--- config.mk ---
export PLATFORM = sky130hd
export DESIGN_NAME = k_way_merge_min_queue
export DESIGN_NICKNAME = d
export VERILOG_FILES = /design/src/hw/rtl/kwm_pkg.sv /design/src/hw/rtl/kwm_ram.sv /design/src/hw/rtl/kwm_min_unit.sv /design/src/hw/rtl/k_way_merge_min_queue.sv
export SDC_FILE = /design/constraint.sdc
export NUM_CORES = 1
export LEC_CHECK = 0
export BUFFER_PORTS_ARGS = -buffer_cell sky130_fd_sc_hd__buf_2
export CELL_PAD_IN_SITES_DETAIL_PLACEMENT = 0
export CELL_PAD_IN_SITES_GLOBAL_PLACEMENT = 2
export CORE_UTILIZATION = 49
export DETAILED_ROUTE_END_ITERATION = 10
export PLACE_DENSITY_LB_ADDON = 0.1
export SLEW_MARGIN = 15
export SYNTH_ARGS = -nofsm -noshare
export SYNTH_HDL_FRONTEND = slang
export SYNTH_SLANG_ARGS = --single-unit
--- constraint.sdc ---
create_clock -name clk -period 4.3 [get_ports clk]
set_input_delay 0.86 -clock clk [delete_from_list [all_inputs] [get_ports clk]]
set_output_delay 0.86 -clock clk [all_outputs]
set_load 0.005 [all_outputs]
--- src/hw/rtl/kwm_pkg.sv ---
// ----------------------------------------------------------------------------
// kwm_pkg - shared types and constants for the k-way merge min queue
// Field widths, operation and status codes, entry layout and control bundle.
// ----------------------------------------------------------------------------
package kwm_pkg;

	localparam int VALUE_W         = 32;
	localparam int SOURCE_W        = 4;
	localparam int STATUS_W        = 2;
	localparam int OCC_W           = 5;
	localparam int DEF_MAX_STREAMS = 16;

	// operation codes on the func field
	localparam logic FUNC_PUSH = 1'b0;
	localparam logic FUNC_POP  = 1'b1;

	typedef enum logic [STATUS_W-1:0] {
		ST_OK    = 2'd0,
		ST_EMPTY = 2'd1,
		ST_FULL  = 2'd2
	} status_t;

	typedef struct packed {
		logic signed [VALUE_W-1:0] value;
		logic [SOURCE_W-1:0]       source;
	} entry_t;

	// sequencer to compare unit
	typedef struct packed {
		logic clear;
		logic update;
	} min_ctl_t;

endpackage

--- src/hw/rtl/kwm_ram.sv ---
// ----------------------------------------------------------------------------
// kwm_ram - generic single write, single read RAM
// One write port, one read port with registered read data.
// ----------------------------------------------------------------------------
module kwm_ram #(
	parameter int WIDTH = 36,
	parameter int DEPTH = 16
) (
	input  logic                                     clk,
	input  logic                                     wr_en,
	input  logic [((DEPTH > 1) ? $clog2(DEPTH) : 1)-1:0] wr_addr,
	input  logic [WIDTH-1:0]                         wr_data,
	input  logic                                     rd_en,
	input  logic [((DEPTH > 1) ? $clog2(DEPTH) : 1)-1:0] rd_addr,
	output logic [WIDTH-1:0]                         rd_data
);

	logic [WIDTH-1:0] mem_q [DEPTH];
	logic [WIDTH-1:0] rd_data_q;

	always_ff @(posedge clk) begin
		if (wr_en) begin
			mem_q[wr_addr] <= wr_data;
		end
		if (rd_en) begin
			rd_data_q <= mem_q[rd_addr];
		end
	end

	assign rd_data = rd_data_q;

endmodule

--- src/hw/rtl/kwm_min_unit.sv ---
// ----------------------------------------------------------------------------
// kwm_min_unit - shared running-minimum compare unit
// Keeps the smallest entry seen since the last clear, lower source on ties.
// ----------------------------------------------------------------------------
module kwm_min_unit import kwm_pkg::*; #(
	parameter int AW = 4
) (
	input  logic          clk,
	input  logic          arst_n,
	input  min_ctl_t      ctl,
	input  entry_t        cand,
	input  logic [AW-1:0] cand_idx,
	output entry_t        best,
	output logic [AW-1:0] best_idx
);

	logic          have_q;
	entry_t        best_q;
	logic [AW-1:0] best_idx_q;
	logic          less;
	logic          take;

	// signed value first, then source index
	always_comb begin
		less = ($signed(cand.value) < $signed(best_q.value)) ||
		       ((cand.value == best_q.value) && (cand.source < best_q.source));
		take = ctl.update && (!have_q || less);
	end

	always_ff @(posedge clk or negedge arst_n) begin
		if (!arst_n) begin
			have_q <= 1'b0;
		end else if (ctl.clear) begin
			have_q <= 1'b0;
		end else if (ctl.update) begin
			have_q <= 1'b1;
		end
	end

	always_ff @(posedge clk) begin
		if (take) begin
			best_q     <= cand;
			best_idx_q <= cand_idx;
		end
	end

	assign best     = best_q;
	assign best_idx = best_idx_q;

endmodule

--- src/hw/rtl/k_way_merge_min_queue.sv ---
// ----------------------------------------------------------------------------
// k_way_merge_min_queue - min-priority store behind a k-way merge
// Holds one pending head per source stream; push inserts, pop takes minimum.
// ----------------------------------------------------------------------------
// Usage
//   Request channel (req_valid / req_stall): func selects push (value, source)
//   or pop. A request is taken when req_valid is high and req_stall low.
//   Result channel (res_valid / res_stall): exactly one result per request,
//   held in an output register until taken.
//   Entries sit unsorted in a RAM. A push writes the next free slot. A pop
//   reads every held entry through one compare unit that tracks the minimum
//   (lower source wins a tie), then moves the last entry into the hole.
//   Sequence: a push or an error passes through S_RESP into the output register,
//   after which the next request can be taken; a pop passes through S_SCAN,
//   S_FILL and S_RESP, the scan paced by the single RAM read port feeding the
//   compare unit one entry per cycle. req_stall is high from the taking edge
//   until the result enters the output register.
//   A new request is taken while the previous result still waits in the
//   output register; if that register is still stalled when the next result
//   is ready, the block waits and keeps req_stall high.
//   Reset empties the store (count to zero) and drops any pending result.
//   RAM contents are not cleared: only slots below the count are ever read.
// ----------------------------------------------------------------------------
module k_way_merge_min_queue import kwm_pkg::*; #(
	parameter int MAX_STREAMS = DEF_MAX_STREAMS
) (
	input  logic                       clk,
	input  logic                       arst_n,
	// request channel
	input  logic                       req_valid,
	output logic                       req_stall,
	input  logic                       func,
	input  logic signed [VALUE_W-1:0]  value,
	input  logic [SOURCE_W-1:0]        source,
	// result channel
	output logic                       res_valid,
	input  logic                       res_stall,
	output logic                       out_valid,
	output logic signed [VALUE_W-1:0]  out_value,
	output logic [SOURCE_W-1:0]        out_source,
	output logic [STATUS_W-1:0]        status,
	output logic [OCC_W-1:0]           occupancy
);

	localparam int AW      = (MAX_STREAMS > 1) ? $clog2(MAX_STREAMS) : 1;
	localparam int CW      = $clog2(MAX_STREAMS + 1);
	localparam int ENTRY_W = $bits(entry_t);

	typedef enum logic [1:0] {
		S_IDLE,
		S_SCAN,
		S_FILL,
		S_RESP
	} state_t;

	state_t        state_q;
	logic [CW-1:0] cnt_q;      // entries held
	logic [CW-1:0] iss_q;      // next scan address
	logic          pend_s1;    // read data valid this cycle
	logic [AW-1:0] idx_s1;     // address of that data
	entry_t        last_q;     // last held entry, refills the hole

	// result waiting for the output register
	logic                      r_valid_q;
	logic signed [VALUE_W-1:0] r_value_q;
	logic [SOURCE_W-1:0]       r_source_q;
	status_t                   r_status_q;

	// output register
	logic                      res_valid_q;
	logic                      out_valid_q;
	logic signed [VALUE_W-1:0] out_value_q;
	logic [SOURCE_W-1:0]       out_source_q;
	logic [STATUS_W-1:0]       status_q;
	logic [OCC_W-1:0]          occupancy_q;

	logic               req_accept;
	logic               out_free;
	logic               full;
	logic               empty;
	logic               is_last;
	logic               wr_en;
	logic [AW-1:0]      wr_addr;
	logic [ENTRY_W-1:0] wr_data;
	logic               rd_en;
	logic [ENTRY_W-1:0] rd_data;
	entry_t             rd_entry;
	entry_t             push_entry;
	min_ctl_t           min_ctl;
	entry_t             best;
	logic [AW-1:0]      best_idx;

	assign req_stall  = (state_q != S_IDLE);
	assign req_accept = req_valid && (state_q == S_IDLE);
	assign out_free   = !res_valid_q || !res_stall;
	assign full       = (cnt_q == CW'(MAX_STREAMS));
	assign empty      = (cnt_q == '0);
	assign is_last    = (CW'(idx_s1) == CW'(cnt_q - CW'(1)));

	assign push_entry.value  = value;
	assign push_entry.source = source;
	assign rd_entry          = entry_t'(rd_data);

	// write: a push into the next free slot, or the hole refill after a pop
	always_comb begin
		wr_en   = (req_accept && (func == FUNC_PUSH) && !full) || (state_q == S_FILL);
		wr_addr = (state_q == S_FILL) ? best_idx : cnt_q[AW-1:0];
		wr_data = (state_q == S_FILL) ? last_q : push_entry;
		rd_en   = (state_q == S_SCAN) && (iss_q < cnt_q);
	end

	assign min_ctl.clear  = req_accept;
	assign min_ctl.update = pend_s1;

	kwm_ram #(
		.WIDTH (ENTRY_W),
		.DEPTH (MAX_STREAMS)
	) u_ram (
		.clk     (clk),
		.wr_en   (wr_en),
		.wr_addr (wr_addr),
		.wr_data (wr_data),
		.rd_en   (rd_en),
		.rd_addr (iss_q[AW-1:0]),
		.rd_data (rd_data)
	);

	kwm_min_unit #(
		.AW (AW)
	) u_min (
		.clk      (clk),
		.arst_n   (arst_n),
		.ctl      (min_ctl),
		.cand     (rd_entry),
		.cand_idx (idx_s1),
		.best     (best),
		.best_idx (best_idx)
	);

	// sequencer and registered outputs
	always_ff @(posedge clk or negedge arst_n) begin
		if (!arst_n) begin
			state_q      <= S_IDLE;
			cnt_q        <= '0;
			iss_q        <= '0;
			pend_s1      <= 1'b0;
			idx_s1       <= '0;
			last_q       <= '0;
			r_valid_q    <= 1'b0;
			r_value_q    <= '0;
			r_source_q   <= '0;
			r_status_q   <= ST_OK;
			res_valid_q  <= 1'b0;
			out_valid_q  <= 1'b0;
			out_value_q  <= '0;
			out_source_q <= '0;
			status_q     <= ST_OK;
			occupancy_q  <= '0;
		end else begin
			// load a new result, or drop the taken one
			if ((state_q == S_RESP) && out_free) begin
				res_valid_q <= 1'b1;
			end else if (!res_stall) begin
				res_valid_q <= 1'b0;
			end

			case (state_q)
				S_IDLE: begin
					if (req_valid) begin
						r_valid_q  <= 1'b0;
						r_value_q  <= '0;
						r_source_q <= '0;
						if (func == FUNC_POP) begin
							if (empty) begin
								r_status_q <= ST_EMPTY;
								state_q    <= S_RESP;
							end else begin
								iss_q   <= '0;
								pend_s1 <= 1'b0;
								state_q <= S_SCAN;
							end
						end else begin
							if (full) begin
								r_status_q <= ST_FULL;
							end else begin
								r_status_q <= ST_OK;
								cnt_q      <= cnt_q + CW'(1);
							end
							state_q <= S_RESP;
						end
					end
				end

				S_SCAN: begin
					pend_s1 <= rd_en;
					idx_s1  <= iss_q[AW-1:0];
					if (rd_en) begin
						iss_q <= iss_q + CW'(1);
					end
					if (pend_s1 && is_last) begin
						last_q  <= rd_entry;
						state_q <= S_FILL;
					end
				end

				S_FILL: begin
					// minimum is final; its slot takes the last entry this cycle
					pend_s1    <= 1'b0;
					r_valid_q  <= 1'b1;
					r_value_q  <= best.value;
					r_source_q <= best.source;
					r_status_q <= ST_OK;
					cnt_q      <= cnt_q - CW'(1);
					state_q    <= S_RESP;
				end

				S_RESP: begin
					if (out_free) begin
						out_valid_q  <= r_valid_q;
						out_value_q  <= r_value_q;
						out_source_q <= r_source_q;
						status_q     <= r_status_q;
						occupancy_q  <= OCC_W'(cnt_q);
						state_q      <= S_IDLE;
					end
				end

				default: begin
					state_q <= S_IDLE;
				end
			endcase
		end
	end

	assign res_valid  = res_valid_q;
	assign out_valid  = out_valid_q;
	assign out_value  = out_value_q;
	assign out_source = out_source_q;
	assign status     = status_q;
	assign occupancy  = occupancy_q;

	// ------------------------------------------------------------------------
	// assertions
	// ------------------------------------------------------------------------

	// never more entries than slots
	a_cnt_bound: assert property (@(posedge clk) disable iff (!arst_n)
		cnt_q <= CW'(MAX_STREAMS))
		else $error("entry count beyond capacity");

	// count moves by at most one per cycle
	a_cnt_step: assert property (@(posedge clk) disable iff (!arst_n)
		1'b1 |=> (cnt_q == $past(cnt_q)) || (cnt_q == $past(cnt_q) + CW'(1)) ||
		         (cnt_q + CW'(1) == $past(cnt_q)))
		else $error("entry count jumped");

	// the refilled slot lies inside the held range
	a_fill_idx: assert property (@(posedge clk) disable iff (!arst_n)
		(state_q == S_FILL) |-> (CW'(best_idx) < cnt_q))
		else $error("minimum slot outside held entries");

	// a returned entry always carries ok status
	a_pop_ok: assert property (@(posedge clk) disable iff (!arst_n)
		(res_valid_q && out_valid_q) |-> (status_q == ST_OK))
		else $error("returned entry with error status");

endmodule
After elaboration in Yosys (flattened, before gate mapping)
Memory sizes are Yosys's and may differ from the RTL's. A register that Yosys moved wholly into a read port is not among the register bits. Cells that the tools add are included. W data, S select, Z words.

$add $sub $neg: 3. Order comparisons: 3. Equality and inequality tests: 16. Multiplexer cells: 38. Bitwise operators: 1. Reduce and logical (&&, ||, !) cells: 31.

Operators with widths (count): $pmux W32 S2 (1); $mux W36 (1); $mux W5 (7); $eq A32 B32 Y1 (1); $lt A32 B32 Y1 (1); $mux W32 (1); $pmux W5 S2 (2); $mux W2 (9); $ne A2 B2 Y1 const B (7); $add A5 B1 Y5 const B (2); $mux W1 (10); $logic_and A1 B1 Y1 (8); $mux W4 (2); $pmux W2 S4 (1); $pmux W4 S2 (1); $reduce_and A4 Y1 (2); $reduce_bool A2 Y1 (4); $reduce_and A2 Y1 (3); $reduce_and A3 Y1 (2); $eq A4 B5 Y1 (1); $eq A5 B5 Y1 const B (1); $logic_not A5 Y1 (1); $lt A5 B5 Y1 (1); $reduce_and A5 Y1 (1); 14 further kinds (22).

Flip-flop bits (word level): 178. Bits in writable memories: 576. Input port bits: 41. Output and inout port bits: 46. Word-level logic and storage cells: 114. Memories kept: 1.

Memories: u_ram.mem_q (words 16, bits a word 36, read ports 1, clocked after Yosys merged registers in 1, write ports 1, line kwm_ram.sv:18) `logic [WIDTH-1:0] mem_q [DEPTH];`.

Logic depth before layout (Yosys ltp)
Gate-level depths: netlist (run 1).

Depth in word-level cells: 7. Gate-level depth with buffers: 9. Gate-level depth less buffers: 8.

Hierarchy
A second synthesis (run 1) with hierarchy kept.

Cell total of the unflattened synthesis: 1546. Area, all modules: 31012.2 um^2.

By module, submodules not included: kwm_ram (instances 1, cells an instance 938, area an instance 22679.3 um^2, seq. area each 18377.6 um^2); k_way_merge_min_queue (instances 1, cells an instance 436, area an instance 6180.9 um^2, seq. area each 3428.3 um^2); kwm_min_unit (instances 1, cells an instance 172, area an instance 2152.1 um^2, seq. area each 1226.2 um^2).

Worst setup path before layout (run 1)
OpenSTA, ideal clock, no wires.

Kind: reg-to-reg. From: register state_q[0]. To: memory u_ram.mem_q[12][0] (enable). Library setup time: 0.429 ns. Arrival: 3.103 ns. Required time: 3.871 ns. Setup slack: 0.768 ns. Cell stages (with the launch flop): 9. Path buffers: 2. Period minus slack after synthesis: 3.532 ns. Cells stage by stage: dfrtp_1 > inv_1 > ha_1 > clkbuf_1 > clkbuf_1 > nand2_1 > o21ai_0 > nand2_1 > nor2_1.

Word-level cells in the longest chain between the ends: 7. Elaborated cells on any way between the ends: 9. Those cells by class: 1 x eq/ne; 3 x mux; 5 x reduce/logical.

RTL lines: start, declared (line k_way_merge_min_queue.sv:56) `state_t state_q;`; start signal, assigned (line k_way_merge_min_queue.sv:143) `state_q <= S_IDLE;`; start signal, assigned (line k_way_merge_min_queue.sv:176) `state_q <= S_RESP;`; start signal, assigned (line k_way_merge_min_queue.sv:180) `state_q <= S_SCAN;`; $logic_not A2 Y1 (line k_way_merge_min_queue.sv:94) `assign req_accept = req_valid && (state_q == S_IDLE);`; $logic_and A1 B1 Y1 (line k_way_merge_min_queue.sv:94); $logic_and A1 B1 Y1 (2 in series) (line k_way_merge_min_queue.sv:106) `wr_en = (req_accept && (func == FUNC_PUSH) && !full) || (state_q == S_FILL);`; $logic_or A1 B1 Y1 (line k_way_merge_min_queue.sv:106); $mux W1 (line kwm_ram.sv:22) `if (wr_en) begin`; $mux W1 (not written as such) (line kwm_ram.sv:23) `mem_q[wr_addr] <= wr_data;`; end, declared (line kwm_ram.sv:18).

Parallel ways exist; a longest one is shown, timed or not.

Worst setup path after layout (run 1)
From: register state_q[0]. To: memory u_ram.mem_q[14][17] (enable).

The elaborated chain is that of the path after synthesis.

==> results of run 1 <==
## state kept, by name, summed over array words and instances, names as in the netlist, 5 cells and up
name           count
occupancy          5
last_q            36
out_value         32
u_ram.mem_q      576
u_min.best        36
iss_q              5
u_ram.rd_data     36
r_value_q         32
cnt_q              5
## cell type report
type | count | area (um^2)
Clock buffer | 119 | 2340
Inverter | 53 | 199
Sequential cell | 790 | 23000
Fill cell | 4736 | 27400
Timing Repair Buffer | 127 | 907
Multi-Input combinational cell | 575 | 7690
Antenna cell | 2 | 5.00
Tap cell | 846 | 1060
Clock inverter | 35 | 354
## power breakdown
| part | internal (mW) | switching, mW |
|---|---|---|
| Clock | 4.17 | 2.87 |
| Combinational | 0.0301 | 0.119 |
| Sequential | 8.28 | 0 |
| Total | 12.5 | 2.99 |
## worst max-delay path by stage
stage / from / cells past startpoint / slack [ps] / end
final: state_q[0]$_DFFE_PN0P_ / 9 / 770 / u_ram.mem_q[14][17]$_DFFE_PP_
after CTS: state_q[0]$_DFFE_PN0P_ / 9 / 800 / u_ram.mem_q[14][16]$_DFFE_PP_
after detailed placement: state_q[0]$_DFFE_PN0P_ / 9 / 820 / u_ram.mem_q[14][18]$_DFFE_PP_
after floorplan: state_q[0]$_DFFE_PN0P_ / 8 / 770 / u_ram.mem_q[12][0]$_DFFE_PP_
after global routing: state_q[0]$_DFFE_PN0P_ / 9 / 510 / u_ram.mem_q[14][13]$_DFFE_PP_
after global placement: state_q[0]$_DFFE_PN0P_ / 9 / 920 / u_ram.mem_q[14][18]$_DFFE_PP_
## layout by cell type, fill, tap and decap left out, drive strengths merged, types with 3 or more instances in the layout
master,instances
nor2,26
ha,49
nand4,10
o22ai,3
mux2,119
a21o,6
dfrtp,138
a211o,3
buf,127
a21boi,3
a211oi,3
nor3,9
inv,57
nand2,38
o21ai,18
a22o,36
xor2,5
clkinv,25
nand2b,4
o211ai,3
edfxtp,652
mux4,180
xnor2,5
a221oi,3
bufinv,6
a21oi,18
clkbuf,119
and3,3
nand3,9
## cell families (layout without fill, tap and decap cells)
group / after synthesis / in the layout
AND/OR/NAND/NOR: 106 / 106
XOR/XNOR: 10 / 10
AO/OA/AOI/OAI: 109 / 109
other: 0 / 2
adder cells (fa/ha/maj): 49 / 49
buffers and inverters: 120 / 334
multiplexers: 301 / 301
flip-flops: 790 / 790
## cell usage after synthesis, drive strengths merged (6+ instances only)
cell type and n:
nor3 9, clkbuf 30, a21o 6, mux2 119, o21ai 18, ha 49
buf 37, a21oi 18, edfxtp 652, dfrtp 138, nor2 26, mux4 180
inv 52, nand2 38, nand3 9, nand4 10, a22o 36
## per-stage QoR
step	util [%]	instance area, um^2
floorplan	-	31100
global placement	52.2	32900
detailed placement	52.2	32900
CTS	56.5	35600
global route	56.5	35600
finish	56.5	35600
## metal layers
layer	GRT usage (%)	routed length, um
met1	33.1	30900
met2	33.0	31600
met3	4.15	4030
met4	5.46	1080
met5	0	13
==> reports/metrics.cfg, run 1 <==
[yosys]
synth_compound_area_share_pct = 2.60
yosys.area.top_type_share_pct = 62.9
synth_top_family_by_area = multiplexers
synth-simple-area-share_pct = 1.60
syn_area_per_cell_um2 = 21.0
synth_xor_area_share_pct = 0.281
synth_top_area_cell = edfxtp_1
yosys_warnings = 0
syn-cell-area_um2 = 31100
async_flop_share_pct = 17.5
synth_fa_ha_area_share_pct = 1.97
netlist_instances = 1485
synth_edf_count = 652
synth_cell_types = 52
ys_top_cells_by_area = edfxtp_1, mux4_2, dfrtp_1
synthMuxAreaShare_pct = 17.7
syn-num-nets = 1575
synth-seq-area-share_pct = 73.9
yosys_most_used_dff = edfxtp_1
ys_ff_latch = 790

[worst_setup_path]
crit_top_cell = nand2_1
critPathKind = reg2reg
r2r_cells = 9
rrSetupSlack_ps = 770
timing.rr.end = u_ram.mem_q[14][17]$_DFFE_PP_
critPathMaxFanout = 24
critPathCaptureType = flip-flop
critical_path_buf_inv_count = 2
worstPathArrival_ps = 3830
slowest_stage = nor2_4
worstPathRequired_ps = 4610
cp_top_family = simple AND/OR/NAND/NOR gates
cpPeakStageDelay_ps = 540
start_kind = flip-flop
r2r_start = state_q[0]$_DFFE_PN0P_
worstPathCellList = inv_1 > ha_1 > nand2_1 > nor2_1 > nand2_1 > o21ai_0 > nand2_1 > nor2_4 > buf_12

[placement]
place.gp.congestion = 0.781
port_buffers = 86
hpwl_mm = 40.0
pre_cts_ws_ps = 824
dpl.cell_count = 2391

[routing]
vias = 14600
drc = 0
vias_per_cell = 5.72
first_iter_violations = 1259
first_pass_iters = 5
routed_wl_mm = 67.6
wire_per_inst_um = 26.5
antenna_left = 0

[timing]
slew_headroom_pct = 21.9
worst_pin_slew_ps = 1170
setup_tns_ps = 0
setup_viol = 0
slew_violations = 0
max_freq_mhz = 283
post-route-period-util_pct = 82.1
fin_skew_ps = 18.4
period_needed_ps = 3530
hold_viol = 0
finalWorstSetupSlack_ps = 771
rsz0062_at_grt = false
whs_ps = 236

[clock_network]
cts_inserted_buffers = 82
clk_pin_slew_worst_paths_ps = 60
htreeDepth = 3
postCtsSetupRepairBufs = 0
cts-root-buf = clkbuf_16
clockBufferDepth = 3
cts.sinks = 790
cts_tree = built
cts_resized = 0
clock_latency_ps = 620
ctsHoldBuffers = 0

[global_routing]
grt_pass1_wl_mm = 101
overflow = 0
grt_max_degree = 150
grt.total_usage_pct = 21.9
grt_pass1_vias = 15100
antenna_found_initial = 8

[cells_and_area]
areaGrowthSynthToFinish_pct = 14.3
drive_above_1_share_pct = 33.9
final_nets = 1719
finalNonFillerCells = 2547

[die]
initial_core_util_pct = 49.5
ioPinCount = 87
core-area_um2 = 63000
dieArea_um2 = 64600
die_w_um = 254
core.rowCount = 92
dieHeight_um = 254

[hold_path]
hold_class = in2async

[outcome]
status = finished, final reports clean

[power_and_ir_drop]
p_total_mw = 15.5
cellPowerDensity_nw_per_um2 = 434
p_leak_nw = 12.9
vdd_ir_drop_max_uv = 319

[flow_run]
cap_viol_max_count = 0

Power figures use the tool's default switching activity.
==> inputs of run 2 (changes only) <==
clock period = 3.32 ns   (was 4.3 ns; I/O delays follow)
==> reports/metrics.cfg, run 2 (synthesis results as in run 1) <==
[clock_network]
htreeDepth = 3
clock_latency_ps = 620
cts.sinks = 790
ctsHoldBuffers = 0
cts-root-buf = clkbuf_16
cts_resized = 0
cts_inserted_buffers = 82
clk_pin_slew_worst_paths_ps = 50
postCtsSetupRepairBufs = 0
cts_tree = built
clockBufferDepth = 3

[routing]
antenna_left = 0
routed-wl-met3_mm = 3.82
wl_met1_mm = 31.9
wire_per_inst_um = 27.2
vias_per_cell = 5.74
first_iter_violations = 1296
drc = 0
vias = 14700
wl_met2_mm = 32.9
routed_wl_mm = 69.6
first_pass_iters = 5
routed.top_layer = met4

[worst_setup_path]
crit_top_cell = nand2_1
worstPathRequired_ps = 3600
worstPathCellList = inv_1 > ha_1 > nand2_1 > nor2_1 > nand2_1 > o21ai_0 > nand2_1 > nor2_4 > buf_12
cp_top_family = simple AND/OR/NAND/NOR gates
slowest_stage = o21ai_0
cp_num_cells = 9
start_kind = flip-flop
cpPeakStageDelay_ps = 670
worstPathArrival_ps = 3380
critical_path_buf_inv_count = 2
critPathCaptureType = flip-flop
critPathKind = reg2reg
r2r_cells = 9
critPathMaxFanout = 36

[cells_and_area]
layout_common_cells = edfxtp_1, mux4_2, dfrtp_1
largest_reg_flops = 576
design_area_um2 = 35900
regMostFlops = u_ram.mem_q
multiInputGateArea_um2 = 7690
areaGrowthSynthToFinish_pct = 15.3
final_common_cell = edfxtp_1
n_antenna_cell = 0
final_nets = 1741
regArea_um2 = 23000
drive_above_1_share_pct = 34.8
nFillCells = 4695

[die]
die_w_um = 254
core-area_um2 = 63000
ioPinCount = 87
core.rowCount = 92
initial_core_util_pct = 49.5
dieArea_um2 = 64600
dieHeight_um = 254

[placement]
place_area_um2 = 33200
hpwl_mm = 40.9
place.gp.congestion = 0.777
port_buffers = 86
pre_cts_ws_ps = 64.6

[hold_path]
hold_class = in2async

[power_and_ir_drop]
p_leak_nw = 13.0
cellPowerDensity_nw_per_um2 = 562
vdd_ir_drop_max_uv = 378

[timing]
slew_violations = 0
hold_viol = 0
fin_skew_ps = 20.2
finalWorstSetupSlack_ps = 223
worst_pin_slew_ps = 1090
max_freq_mhz = 323
post-route-period-util_pct = 93.3
slew_headroom_pct = 27.6
period_needed_ps = 3100
setup_viol = 0
rsz0062_at_grt = false

[global_routing]
overflow = 0
grt.total_usage_pct = 22.4
grt_max_degree = 77
grt_pass1_wl_mm = 103
grt_pass1_vias = 15100
antenna_found_initial = 4

[flow_run]
cap_viol_max_count = 0

[outcome]
status = finished, final reports clean

-- run 2: final cells by class --
class | count | share of cell area (%)
Sequential cell | 790 | 64.2
Tap cell | 846 | 2.95
Clock buffer | 108 | 6.21
Clock inverter | 38 | 1.30
Timing Repair Buffer | 149 | 3.40
Inverter | 53 | 0.554
Multi-Input combinational cell | 575 | 21.4
-- run 2: metrics by stage --
stage / total power, mW / util, % / setup TNS, ps / instances / hold WS [ps]
6_report: 20.2 / 57.0 / 0 / 2559 / 63.7
5_1_grt: 20.8 / 57.0 / 0 / 2559 / 117
4_1_cts: 20.4 / 57.0 / 0 / 2559 / 87.2
3_5_place_dp: 11.1 / 52.7 / 0 / 2413 / 456
3_3_place_gp: 11.1 / 52.7 / 0 / 2413 / 446
2_1_floorplan: 11.0 / - / -69720 / 1485 / 368
-- run 2: worst paths after layout --
check	startpoint	end	slack, ps
max	state_q[0]$_DFFE_PN0P_	u_ram.mem_q[12][12]$_DFFE_PP_	220
min	arst_n	res_valid$_DFFE_PN0P_	60
max reg2reg	state_q[0]$_DFFE_PN0P_	u_ram.mem_q[12][12]$_DFFE_PP_	220
min reg2reg	u_ram.rd_data[4]$_DFFE_PP_	u_min.best[4]$_DFFE_PP_	470
max in group asynchronous	arst_n	out_value[8]$_DFFE_PN0P_	2530
min in group clk	res_stall	res_valid$_DFFE_PN0P_	330
-- run 2: metal layers --
layer	track usage, %	up-vias
met4	4.78	0
met1	33.6	7858
li1	-	6394
met5	0	-
met3	3.99	72
met2	34.8	377
-- run 2: worst register-to-register path, delay by kind of cell, from the launching register on --
family          cells  cell delay, ps
fa+ha+maj           1             200
buf+inv             2             460
compound gates      1             670
flops               1             410
simple gates        5            1010
-- run 2: power by group --
group / internal, mW / switching (mW) / total, mW
logic: 0.0405 / 0.151 / 0.191
clock network: 5.57 / 3.69 / 9.27
registers: 10.7 / 0 / 10.7
total: 16.3 / 3.85 / 20.2
==> inputs of run 3 (changes only) <==
ABC_AREA = 1   (was not set)
CAP_MARGIN = 40   (was not set)
CORE_UTILIZATION = 44   (was 49)
==> reports/metrics.cfg, run 3 <==
[timing]
period_needed_ps = 2790
max_freq_mhz = 358
fin_skew_ps = 15.1
hold_viol = 0
rsz0062_at_grt = false
worst_pin_slew_ps = 822
slew_headroom_pct = 45.0
finalWorstSetupSlack_ps = 525
post-route-period-util_pct = 84.2
slew_violations = 0
setup_viol = 0

[power_and_ir_drop]
power.share.switching_pct = 35.2
cellPowerDensity_nw_per_um2 = 916
power_frac_seq_pct = 42.9
pwr-share-clk_pct = 27.4
power_frac_comb_pct = 29.6
vdd_ir_drop_max_uv = 564
internal_power_mw = 21.6
p_total_mw = 33.3
p_leak_nw = 13.4
p_switching_mw = 11.7

[worst_setup_path]
start_kind = flip-flop
critPathMaxFanout = 13
critPathCaptureType = flip-flop
critPathKind = reg2reg
rrSetupSlack_ps = 530
worstPathRequired_ps = 3640
worstPathArrival_ps = 3120

[clock_network]
cts_tree = built
clockBufferDepth = 3
clk_pin_slew_worst_paths_ps = 60
htreeDepth = 3
cts_resized = 0
cts-root-buf = clkbuf_16
ctsHoldBuffers = 0
clock_latency_ps = 630
cts_inserted_buffers = 85
cts.sinks = 790
postCtsSetupRepairBufs = 0

[yosys]
syn-num-nets = 2567
syn_area_per_cell_um2 = 12.8
synth_compound_area_share_pct = 8.93
ys_ff_latch = 790
synth_top_family_by_area = simple AND/OR/NAND/NOR gates
synth.most_common_cell = edfxtp_1
synth_top_area_cell = edfxtp_1
yosys_warnings = 0
synth_edf_count = 652
yosys_most_used_dff = edfxtp_1
synth_fa_ha_area_share_pct = 1.94
synth-seq-area-share_pct = 72.8
ys_top_cells_by_area = edfxtp_1, dfrtp_1, nand2_1
synth_cell_types = 37
syn-cell-area_um2 = 31700
synthMuxAreaShare_pct = 1.90
synth-simple-area-share_pct = 10.9
ys_top_cells_by_count = edfxtp_1, nand2_1, nor2_1, o21ai_0, dfrtp_1
yosys.area.top_type_share_pct = 61.9
netlist_instances = 2477
synth_xor_area_share_pct = 0.324
async_flop_share_pct = 17.5

[routing]
drc = 0
wire_per_inst_um = 22.7
routed_wl_mm = 81.3
antenna_left = 0
vias_per_cell = 5.51
first_iter_violations = 1703
first_pass_iters = 5
vias = 19700

[global_routing]
grt_pass1_vias = 19500
grt_pass1_wl_mm = 123
grt.total_usage_pct = 22.3
antenna_found_initial = 3
met3_usage_pct = 5.37
top_usage_layer = met2
gr-usage-met2_pct = 33.6
grt_max_degree = 128
use_met1_pct = 32.3
overflow = 0

[cells_and_area]
design_area_um2 = 36300
layout_common_cells = edfxtp_1, nand2_1, nor2_1
final_common_cell = edfxtp_1
regMostFlops = u_ram.mem_q
nFillCells = 6148
final_core_util_pct = 51.4
areaGrowthSynthToFinish_pct = 14.7
drive_above_1_share_pct = 11.7
largest_reg_flops = 576
final_nets = 2660

[die]
dieHeight_um = 270
ioPinCount = 87
initial_core_util_pct = 44.8
core.rowCount = 97
die_w_um = 270
dieArea_um2 = 73000
core-area_um2 = 70600

[hold_path]
hold_class = in2async

[placement]
pre_cts_ws_ps = 556
place.gp.congestion = 0.792
hpwl_mm = 48.2
port_buffers = 86
place_area_um2 = 33600

[outcome]
status = finished, final reports clean

[flow_run]
cap_viol_max_count = 0

==> run 3: metal layers <==
layer | up-vias | part of all wire [%]
met5 | - | 0
met4 | 0 | 2.5
met3 | 139 | 6.9
met2 | 550 | 44
met1 | 9904 | 46
li1 | 9153 | -
==> run 3: cell families (layout without fill, tap and decap cells) <==
logic type | Yosys count | count (layout)
compound gates | 437 | 437
xor+xnor | 10 | 10
fa+ha+maj | 49 | 49
buf+inv | 263 | 426
flops | 790 | 790
mux | 60 | 60
other cells | 0 | 1
simple gates | 868 | 868
==> run 3: worst paths after layout <==
kind | from | depth (start not counted) | endpoint
worst max-delay path | state_q[0]$_DFFE_PN0P_ | 8 | u_ram.mem_q[10][14]$_DFFE_PP_
worst min-delay path | arst_n | 1 | out_valid$_DFFE_PN0P_
worst max register to register | state_q[0]$_DFFE_PN0P_ | 8 | u_ram.mem_q[10][14]$_DFFE_PP_
worst min register to register | u_ram.rd_data[4]$_DFFE_PP_ | 0 | u_min.best[4]$_DFFE_PP_
max in group asynchronous | arst_n | 2 | cnt_q[3]$_DFFE_PN0P_
min in group clk | res_stall | 3 | res_valid$_DFFE_PN0P_
==> run 3: area by class of cell <==
class / instances / area (um^2) / share of cell area [%]
sequential: 790 / 23000 / 63.5
multi-input combinational: 1424 / 7740 / 21.3
clock buffer: 112 / 2340 / 6.45
timing repair buffer: 150 / 1210 / 3.34
tap: 940 / 1180 / 3.24
inverter: 119 / 452 / 1.24
clock inverter: 45 / 347 / 0.954
antenna: 1 / 2.50 / 0.00689
==> run 3: critical path, cell delays in order (launching register included) <==
cell and delay (ps):
dfrtp_1 420, inv_1 130, ha_2 310, inv_2 80
or2_2 270, o21ai_0 160, nand3_1 390, nor2_4 480
buf_12 220
==> run 3: power by group through the flow <==
| stage | Sequential, mW | Clock [mW] | Combinational (mW) |
|---|---|---|---|
| 6_report | 14.3 | 9.12 | 9.86 |
| 5_1_grt | 14.5 | 9.66 | 11.0 |
| 4_1_cts | 14.3 | 9.32 | 9.96 |
| 3_5_place_dp | 14.5 | 0 | 9.92 |
| 3_3_place_gp | 14.4 | 0 | 9.78 |
| 2_1_floorplan | 14.2 | 0 | 6.23 |
==> run 3: per-stage QoR <==
step,hold WS [ps],instances,TNS [ps]
after floorplan,368,2477,-87990
after global placement,437,3422,0
after detailed placement,438,3423,0
after CTS,26.9,3580,0
after global routing,50.1,3580,0
final,20.3,3581,0
